===== src/pktr_pkg.sv =====
package pktr_pkg;

  localparam int unsigned NumLights = 4;

  localparam int unsigned IdW    = 8;
  localparam int unsigned CountW = 16;
  localparam int unsigned TotalW = 32;
  localparam int unsigned LightW = 3;
  localparam int unsigned IvalW  = 16;

  localparam int unsigned SlotW = (NumLights > 1) ? $clog2(NumLights) : 1;
  localparam int unsigned RankW = SlotW;
  localparam int unsigned LeftW = $clog2(NumLights + 1);

  localparam logic [IvalW-1:0]  IvalReset = IvalW'(48);
  localparam logic [TotalW-1:0] TotalMax  = {TotalW{1'b1}};

  typedef logic [TotalW-1:0] total_t;
  typedef logic [LightW-1:0] light_t;

  // One ranked report, best light first.
  typedef struct packed {
    light_t [NumLights-1:0] light;
    total_t [NumLights-1:0] total;
  } report_t;

endpackage


===== src/pktr_in_if.sv =====
interface pktr_in_if;
  import pktr_pkg::*;

  logic              valid;
  logic              ready;
  logic [IdW-1:0]    light_id;
  logic [CountW-1:0] car_count;

  modport source(output valid, output light_id, output car_count, input ready);
  modport sink(input valid, input light_id, input car_count, output ready);
endinterface


===== src/pktr_out_if.sv =====
interface pktr_out_if;
  import pktr_pkg::*;

  logic              valid;
  logic              ready;
  logic [LightW-1:0] ranked_light;
  logic [TotalW-1:0] ranked_total;
  logic              last_of_report;

  modport source(output valid, output ranked_light, output ranked_total,
                 output last_of_report, input ready);
  modport sink(input valid, input ranked_light, input ranked_total,
               input last_of_report, output ready);
endinterface


===== src/pktr_tally.sv =====
module pktr_tally
  import pktr_pkg::*;
(
  input  logic                    clk_i,
  input  logic                    rst_ni,
  input  logic                    cfg_we_i,
  input  logic [IvalW-1:0]        cfg_wdata_i,
  input  logic                    in_valid_i,
  output logic                    in_ready_o,
  input  logic [IdW-1:0]          light_id_i,
  input  logic [CountW-1:0]       car_count_i,
  input  logic                    buf_free_i,
  output logic                    report_load_o,
  output total_t [NumLights-1:0]  totals_o
);

  logic [IvalW-1:0]      ival_q;
  logic [IvalW-1:0]      since_q, since_d, since_inc;
  logic                  in_vld_q;
  logic [IdW-1:0]        id_q;
  logic [CountW-1:0]     cnt_q;
  logic                  fire_q, fire_d;
  total_t [NumLights-1:0] tot_q, tot_upd;
  logic                  accept, advance, id_ok;
  logic [SlotW-1:0]      slot;
  logic [TotalW:0]       sum;

  assign since_inc = since_q + IvalW'(1);
  assign fire_d    = (since_inc == ival_q);
  assign since_d   = fire_d ? '0 : since_inc;

  // A report beat needs the buffer; plain records always move on.
  assign advance    = in_vld_q && (!fire_q || buf_free_i);
  assign in_ready_o = !in_vld_q || advance;
  assign accept     = in_valid_i && in_ready_o;

  assign id_ok = (id_q != '0) && (id_q <= IdW'(NumLights));
  assign slot  = SlotW'(id_q - IdW'(1));
  assign sum   = {1'b0, tot_q[slot]} + {{(TotalW + 1 - CountW){1'b0}}, cnt_q};

  always_comb begin
    tot_upd = tot_q;
    if (id_ok) begin
      tot_upd[slot] = sum[TotalW] ? TotalMax : sum[TotalW-1:0];
    end
  end

  assign totals_o      = tot_upd;
  assign report_load_o = advance && fire_q;

  always_ff @(posedge clk_i or negedge rst_ni) begin
    if (!rst_ni) begin
      ival_q   <= IvalReset;
      since_q  <= '0;
      in_vld_q <= 1'b0;
      fire_q   <= 1'b0;
      tot_q    <= '0;
    end else begin
      if (cfg_we_i) begin
        ival_q <= cfg_wdata_i;
      end
      if (accept) begin
        since_q <= since_d;
        fire_q  <= fire_d;
      end
      if (in_ready_o) begin
        in_vld_q <= in_valid_i;
      end
      if (advance) begin
        tot_q <= tot_upd;
      end
    end
  end

  always_ff @(posedge clk_i) begin
    if (accept) begin
      id_q  <= light_id_i;
      cnt_q <= car_count_i;
    end
  end

endmodule


===== src/pktr_rank.sv =====
module pktr_rank
  import pktr_pkg::*;
(
  input  total_t [NumLights-1:0] totals_i,
  output report_t                report_o
);

  logic [RankW-1:0] rank [NumLights];

  // Rank of a light: number of lights with a larger total, or equal and lower id.
  always_comb begin
    for (int k = 0; k < NumLights; k++) begin
      rank[k] = '0;
      for (int j = 0; j < NumLights; j++) begin
        if (j != k) begin
          if ((totals_i[j] > totals_i[k]) || ((totals_i[j] == totals_i[k]) && (j < k))) begin
            rank[k] = rank[k] + RankW'(1);
          end
        end
      end
    end
  end

  // Ranks form a permutation, so OR the one match into each position.
  always_comb begin
    report_o = '0;
    for (int r = 0; r < NumLights; r++) begin
      for (int k = 0; k < NumLights; k++) begin
        if (rank[k] == RankW'(r)) begin
          report_o.light[r] = report_o.light[r] | LightW'(k + 1);
          report_o.total[r] = report_o.total[r] | totals_i[k];
        end
      end
    end
  end

endmodule


===== src/pktr_rbuf.sv =====
module pktr_rbuf
  import pktr_pkg::*;
(
  input  logic    clk_i,
  input  logic    rst_ni,
  input  logic    load_i,
  input  report_t report_i,
  output logic    buf_free_o,
  pktr_out_if.source results
);

  light_t [NumLights-1:0] light_q;
  total_t [NumLights-1:0] total_q;
  logic [LeftW-1:0]       left_q;
  logic                   busy, pop;

  assign busy = (left_q != '0);
  assign pop  = busy && results.ready;

  // Free once the final beat of the current report leaves.
  assign buf_free_o = !busy || ((left_q == LeftW'(1)) && results.ready);

  assign results.valid          = busy;
  assign results.ranked_light   = light_q[0];
  assign results.ranked_total   = total_q[0];
  assign results.last_of_report = (left_q == LeftW'(1));

  always_ff @(posedge clk_i or negedge rst_ni) begin
    if (!rst_ni) begin
      left_q <= '0;
    end else if (load_i) begin
      left_q <= LeftW'(NumLights);
    end else if (pop) begin
      left_q <= left_q - LeftW'(1);
    end
  end

  always_ff @(posedge clk_i) begin
    if (load_i) begin
      light_q <= report_i.light;
      total_q <= report_i.total;
    end else if (pop) begin
      for (int i = 0; i < NumLights - 1; i++) begin
        light_q[i] <= light_q[i+1];
        total_q[i] <= total_q[i+1];
      end
    end
  end

endmodule


===== src/per_key_tally_ranker.sv =====
// Channel   Dir  Payload                                      Beat
// records   in   light_id[8], car_count[16]                   valid & ready
// results   out  ranked_light[3], ranked_total[32], last      valid & ready
// cfg       in   cfg_wdata_i[16] = report_interval            cfg_we_i
//
// A record is taken every cycle while no report record waits on the buffer. It
// passes the input register, then its count is added into its light's total
// and, on a report record, the four totals are ranked by a fixed compare
// network into a report buffer. The buffer sends one result per cycle while
// results are ready, so a report takes four output beats; only a report record
// waits for a busy buffer, other records keep flowing. Reset clears totals, the
// interval counter and all valid state; the interval register comes up at 48.
module per_key_tally_ranker
  import pktr_pkg::*;
(
  input  logic             clk_i,
  input  logic             rst_ni,
  input  logic             cfg_we_i,
  input  logic [IvalW-1:0] cfg_wdata_i,
  pktr_in_if.sink          records,
  pktr_out_if.source       results
);

  total_t [NumLights-1:0] totals;
  report_t                report;
  logic                   report_load;
  logic                   buf_free;

  // Input register, interval counter and per-light totals.
  pktr_tally u_tally (
    .clk_i         (clk_i),
    .rst_ni        (rst_ni),
    .cfg_we_i      (cfg_we_i),
    .cfg_wdata_i   (cfg_wdata_i),
    .in_valid_i    (records.valid),
    .in_ready_o    (records.ready),
    .light_id_i    (records.light_id),
    .car_count_i   (records.car_count),
    .buf_free_i    (buf_free),
    .report_load_o (report_load),
    .totals_o      (totals)
  );

  // Rank the freshly updated totals, descending, ties to the lower id.
  pktr_rank u_rank (
    .totals_i (totals),
    .report_o (report)
  );

  // Hold the ranked report and drain it one beat per cycle while results are ready.
  pktr_rbuf u_rbuf (
    .clk_i      (clk_i),
    .rst_ni     (rst_ni),
    .load_i     (report_load),
    .report_i   (report),
    .buf_free_o (buf_free),
    .results    (results)
  );

endmodule


===== src/flat_wrapper.sv =====
// flat-port wrapper written by rule: the top's interface ports become plain ports
module per_key_tally_ranker_flat import pktr_pkg::*;
  (clk_i, rst_ni, cfg_we_i, cfg_wdata_i, records_valid, records_light_id, records_car_count, records_ready, results_valid, results_ranked_light, results_ranked_total, results_last_of_report, results_ready);
  pktr_in_if records_i ();
  pktr_out_if results_i ();
  input  logic clk_i;
  input  logic rst_ni;
  input  logic cfg_we_i;
  input  logic [IvalW-1:0] cfg_wdata_i;
  input wire logic [$bits(records_i.valid)-1:0] records_valid;
  input wire logic [$bits(records_i.light_id)-1:0] records_light_id;
  input wire logic [$bits(records_i.car_count)-1:0] records_car_count;
  output wire logic [$bits(records_i.ready)-1:0] records_ready;
  output wire logic [$bits(results_i.valid)-1:0] results_valid;
  output wire logic [$bits(results_i.ranked_light)-1:0] results_ranked_light;
  output wire logic [$bits(results_i.ranked_total)-1:0] results_ranked_total;
  output wire logic [$bits(results_i.last_of_report)-1:0] results_last_of_report;
  input wire logic [$bits(results_i.ready)-1:0] results_ready;
  assign records_i.valid = records_valid;
  assign records_i.light_id = records_light_id;
  assign records_i.car_count = records_car_count;
  assign records_ready = records_i.ready;
  assign results_valid = results_i.valid;
  assign results_ranked_light = results_i.ranked_light;
  assign results_ranked_total = results_i.ranked_total;
  assign results_last_of_report = results_i.last_of_report;
  assign results_i.ready = results_ready;
  per_key_tally_ranker u_core (.clk_i(clk_i), .rst_ni(rst_ni), .cfg_we_i(cfg_we_i), .cfg_wdata_i(cfg_wdata_i), .records(records_i), .results(results_i));
endmodule

===== config.mk =====
export PLATFORM = sky130hd
export DESIGN_NAME = per_key_tally_ranker_flat
export DESIGN_NICKNAME = d
export VERILOG_FILES = /design/src/pktr_pkg.sv /design/src/pktr_in_if.sv /design/src/pktr_out_if.sv /design/src/pktr_tally.sv /design/src/pktr_rank.sv /design/src/pktr_rbuf.sv /design/src/per_key_tally_ranker.sv /design/src/flat_wrapper.sv
export SDC_FILE = /design/constraint.sdc
export NUM_CORES = 1
export LEC_CHECK = 0
export BUFFER_PORTS_ARGS = -buffer_cell sky130_fd_sc_hd__buf_2
export CELL_PAD_IN_SITES_DETAIL_PLACEMENT = 1
export CELL_PAD_IN_SITES_GLOBAL_PLACEMENT = 1
export CORE_MARGIN = 1.5
export CORE_UTILIZATION = 45
export CTS_CLUSTER_SIZE = 28
export DETAILED_ROUTE_END_ITERATION = 6
export HOLD_SLACK_MARGIN = 0.1
export PLACE_DENSITY_LB_ADDON = 0.2
export SETUP_SLACK_MARGIN = 0.05
export SYNTH_ARGS = -nofsm -noshare
export SYNTH_HDL_FRONTEND = slang
export SYNTH_SLANG_ARGS = --single-unit
export TNS_END_PERCENT = 10

===== constraint.sdc =====
create_clock -name clk_i -period 21.3 [get_ports clk_i]
set_input_delay 4.26 -clock clk_i [delete_from_list [all_inputs] [get_ports clk_i]]
set_output_delay 4.26 -clock clk_i [all_outputs]
set_load 0.05 [all_outputs]

[Word level (Yosys, flattened, before mapping)]
Cells that the tools add are included.
Cells by class
  divide/modulo/power cells: 0
  equality and inequality tests: 20
  reduce and logical (&&, ||, !) cells: 26
  $add $sub $neg: 12
  mux-type cells: 57
  shift operators: 0
  bitwise logic cells: 12
  order comparisons: 15
  $mul: 0
Operators with widths (count)
  32-bit two-way mux: 19
  32-bit greater-than comparator: 12
  32-bit bitwise OR: 12
  32-bit equality test: 6
  96-bit two-way mux: 2
  128-bit bitwise mux: 1
  128-bit two-way mux: 1
  32-bit binary-select mux with 2-bit select: 1
  32-bit demux with 2-bit select: 1
  32-bit by 16-bit adder with 33-bit output: 1
  2-bit two-way mux: 16
  9-bit two-way mux: 2
  16-bit by 1-bit adder with 16-bit output, second input constant: 1
  16-bit equality test: 1
  2-bit equality test, second input constant: 8
  16-bit two-way mux: 1
  3-bit two-way mux: 5
  1-bit logical OR: 9
  1-bit by 1-bit adder with 2-bit output, second input constant: 4
  2-bit by 1-bit adder with 2-bit output, second input constant: 4
  2-bit by 1-bit equality test with 1-bit output, second input constant: 4
  8-bit by 3-bit <= comparator with 1-bit output, second input constant: 1
  2-bit logical NOT: 4
  1-bit two-way mux: 8
  10 further kinds: 18
Word-level totals
  memory bits (writable): 0
  word-level logic and storage cells: 162
  bits in registers: 329
  memories kept: 0
  memory bits (read-only): 0
  output and inout port bits: 38
  bits in latches: 0

[Longest topological paths before layout]
  depth in word-level cells: 22
  gate-level depth with buffers: 40
  depth with buffers taken out: 33

[By module]
Synthesis repeated with hierarchy kept, for this count alone.
Unflattened totals
  cells, all modules: 2704
  area total of the unflattened synthesis: 25813.5 um^2
Modules (own cells, without submodules)
  pktr_tally: times used 1, area an instance 10860.4 um^2, seq. area each 4777.1 um^2, cells an instance 1151
  pktr_rank: times used 1, area an instance 8967.4 um^2, seq. area each 0.0 um^2, cells an instance 1240
  pktr_rbuf: times used 1, area an instance 5985.7 um^2, seq. area each 4279.1 um^2, cells an instance 313

[Worst setup path before layout]
Ideal clock, no wire load.
  kind: input -> output
  from: input results_ready
  to: output records_ready
  stages on the path: 2
  slack: 12.195 ns
  data arrival time: 4.845 ns
  buffers on the path: 0
  data required time: 17.040 ns
  path through: nand2_1 > nand4_1
Between the ends
  cells in the longest elaborated chain, start to end: 5
Ends and longest elaborated chain
  start: declaration: RTL line flat_wrapper.sv:18  | input wire logic [$bits(results_i.ready)-1:0] results_ready;
  1-bit logical AND: RTL line pktr_rbuf.sv:21  | assign buf_free_o = !busy || ((left_q == LeftW'(1)) && results.ready);
  1-bit logical OR: RTL line pktr_rbuf.sv:21
  1-bit logical OR: RTL line pktr_tally.sv:33  | assign advance = in_vld_q && (!fire_q || buf_free_i);
  1-bit logical AND: RTL line pktr_tally.sv:33
  1-bit logical OR: RTL line pktr_tally.sv:34  | assign in_ready_o = !in_vld_q || advance;
  end: declaration: RTL line flat_wrapper.sv:13  | output wire logic [$bits(records_i.ready)-1:0] records_ready;
Every way passes these cells.

==> impl_metrics.env <==
export IMPL_detail_route_iter0_violations=1894
export IMPL_final_net_count=2882
export IMPL_first_global_vias=22581
export IMPL_hold_path_startpoint="u_core.u_tally.tot_q[31]"
export IMPL_setup_repair_after_global_routing_missed_its_margin="false"
export IMPL_crit_path_top_delay_cell="o21ai_0"
export IMPL_grt_util_all_layers=0.333
export IMPL_fraction_of_post_synthesis_cell_area_in_the_top_cell_type_by_area=0.206
export IMPL_cts_num_sinks=329
export IMPL_drt_vias_per_instance=6.45
export IMPL_critical_path_reg2reg_endpoint="u_core.u_rbuf.total_q[65]"
export IMPL_drv_cap=0
export IMPL_gpl_final_weighted_congestion=0.937
export IMPL_floorplan_core_area_um2=52400
export IMPL_grt_max_degree=112
export IMPL_die_width_um=233
export IMPL_wl_per_cell_um=27.0
export IMPL_synth_commonest_cells="nand2_1, o21ai_0, ha_1, nor2_1, a21oi_1"
export IMPL_maxSlewHeadroom=0.199
export IMPL_required_ns=21.63
export IMPL_finalClockSkew_ns=0.0271
export IMPL_post_synth_top_count_cell="nand2_1"
export IMPL_std_cell_rows=84
export IMPL_post_synth_num_cell_types=77
export IMPL_worst_setup_path_endpoint="u_core.u_rbuf.total_q[65]"
export IMPL_arrival_ns=11.43
export IMPL_drt_drc_violations_left=4
export IMPL_flow_area_growth_from_synthesis_pct=9.38
export IMPL_fin_cells=3338
export IMPL_number_of_flops_mapped_to_enable_cells_by_yosys=164
export IMPL_start_kind="register"
export IMPL_worst_pin_slew_ns=1.20
export IMPL_fp_dieH_um=233
export IMPL_finalHoldViolCount=0
export IMPL_numPlacedInstances=3265
export IMPL_max_freq_mhz=90.1
export IMPL_clkLatencyLatePin_ns=0.59
export IMPL_cts_repair_resized=0
export IMPL_detailroute_via_count=21525
export IMPL_drv_slew=0
export IMPL_cts_repair_timing_setup_buffer_count=0
export IMPL_grt_first_pass_wirelength_mm=136
export IMPL_finalCriticalPeriod_ns=11.10
export IMPL_synth_ff_type="edfxtp_1"
export IMPL_buffer_type_at_the_clock_tree_root="clkbuf_16"
export IMPL_ctsHoldBuffers=0
export IMPL_yosys_area_top_type="edfxtp_1"
export IMPL_place_hpwl_mm=65.3
export IMPL_period_utilisation_layout=0.521
export IMPL_start_util=0.455
export IMPL_placement_io_buffers=82
export IMPL_critical_path_startpoint="u_core.u_tally.id_q[0]"
export IMPL_syn_area_per_cell_um2=9.12
export IMPL_routed_wl_mm=90.1
export IMPL_cts_buffers_inserted=41
export IMPL_drive_above_1_share=0.114
export IMPL_cp_common_cell="ha_1"
export IMPL_setup_slack_on_the_worst_flop_to_flop_path_ns=10.20
export IMPL_antenna_diode_count=0
export IMPL_cts_reportedPaths_clkPinSlew_ns=0.06
export IMPL_finalSetupViolations=0
export IMPL_io_pins=83
export IMPL_timing_setup_critical_path_class="reg -> reg"
export IMPL_status="finished with violations"
export IMPL_design_die_area_um2=54400
export IMPL_worst_setup_path_end_kind="register"
export IMPL_holdPathStages=2
export IMPL_syn_cell_area_um2=23900
export IMPL_timing_critical_path_fanout_max=35
export IMPL_violations="design-rule violations"
export IMPL_synth_area_leaders="edfxtp_1, dfrtp_1, ha_1, o21ai_0, nand2_1"
export IMPL_clockBufferDepth=3
export IMPL_clock_tree_htree_level_count=2
export IMPL_nets_in_the_synthesized_netlist=2880
export IMPL_antenna_found_initial=0
export IMPL_syn_instance_count=2618
export IMPL_ys_ff_latch=329
export IMPL_clock_tree_from_tritoncts="built"
export IMPL_firstDrtPassIters=7
export IMPL_timing_rr_start="u_core.u_tally.id_q[0]"
export IMPL_setup_total_negative_slack_ns=0
export IMPL_cp_slowest_stage_delay_ns=0.84
export IMPL_synth_async_sr_flop_share=0.502
export IMPL_ys_warn_count=0
export IMPL_antenna_violating_nets_post_route=0
export IMPL_worst_r2r_path_depth=28
export IMPL_synth_yosys_seq_area_share=0.379
export IMPL_globalRoute_totalOverflow=0
export IMPL_worst_hold_path_type="reg -> reg"
-- sequential cells by signal, summed over array words and instances, names as in the netlist --
signal / flops
u_core.u_tally.id_q: 8
u_core.u_rbuf.light_q: 9
u_core.u_tally.tot_q: 128
u_core.u_tally.fire_q: 1
u_core.u_tally.cnt_q: 16
u_core.u_tally.ival_q: 16
u_core.u_rbuf.left_q: 3
u_core.u_rbuf.results.ranked_light: 3
u_core.u_rbuf.results.ranked_total: 32
u_core.u_tally.since_q: 16
u_core.u_rbuf.total_q: 96
u_core.u_tally.in_vld_q: 1
-- cell usage in the layout, fill, tap and decap left out, types with 38 or more instances in the layout --
| cell | netlist | layout |
|---|---|---|
| clkbuf_16 | 0 | 41 |
| xnor2_1 | 42 | 42 |
| nor2_1 | 183 | 183 |
| buf_2 | 27 | 81 |
| nand2_1 | 334 | 328 |
| a21oi_1 | 168 | 168 |
| inv_1 | 122 | 121 |
| dfrtp_1 | 163 | 163 |
| buf_4 | 40 | 64 |
| ha_1 | 216 | 216 |
| o21ai_0 | 271 | 271 |
| a31oi_1 | 68 | 66 |
| a221oi_1 | 38 | 38 |
| a21o_1 | 69 | 69 |
| edfxtp_1 | 164 | 164 |
| a222oi_1 | 64 | 64 |
| nand2b_1 | 75 | 75 |
-- through the flow --
stage | setup WS (ns) | cell area [um2] | hold slack, ns | utilization
floorplan | 12.19 | 23900 | 0.458 | -
global placement | 10.88 | 24900 | 0.474 | 0.474
detailed placement | 10.55 | 24900 | 0.494 | 0.474
CTS | 10.43 | 26100 | 0.507 | 0.498
global route | 9.40 | 26100 | 0.535 | 0.498
finish | 10.20 | 26100 | 0.507 | 0.498
-- layer usage --
metal  global-route usage  vias up  wire (um)
li1                     -     9685          -
met1                0.382    10802      34800
met2                0.581      752      44500
met3               0.0377      286       4150
met4                0.227        0       6690
met5                    0        -          0
-- critical path: cells and delay by family, from the launching register on --
family / cells / cell delay (ns)
DFF: 1 / 0.32
AOI/OAI and AO/OA: 10 / 4.40
buffers and inverters: 4 / 1.78
and+or+nand+nor: 9 / 2.39
muxes: 1 / 0.40
adders and majority gates: 4 / 1.49
-- how the worst min path moves through the flow --
stage	endpoint
after floorplan	u_core.u_tally.tot_q[0]
after global placement	u_core.u_tally.tot_q[64]
after detailed placement	u_core.u_tally.tot_q[31]
after CTS	u_core.u_tally.tot_q[31]
after global routing	u_core.u_rbuf.results.ranked_light[0]
final	u_core.u_tally.tot_q[31]
-- cell families (layout without fill, tap and decap cells) --
group	Yosys count	after routing	synth area share
muxes	70	70	0.0466
DFF	329	329	0.379
and+or+nand+nor	763	763	0.147
AOI/OAI and AO/OA	867	867	0.233
buffers and inverters	311	343	0.0576
adders and majority gates	221	221	0.116
xor gates and xnor gates	57	57	0.0209
-- layout make-up --
| cell class | instances | area [um2] |
|---|---|---|
| clock buffers | 54 | 1090 |
| flip-flops and latches | 329 | 9060 |
| clock inverters | 19 | 139 |
| well taps | 688 | 861 |
| inverters | 124 | 470 |
| repair buffers | 146 | 897 |
| multi-input cells | 1978 | 13600 |
| fillers | 6030 | 26300 |
Power is not shown: default switching activity piles up to over one toggle a cycle in this logic, so the estimate is an artifact.
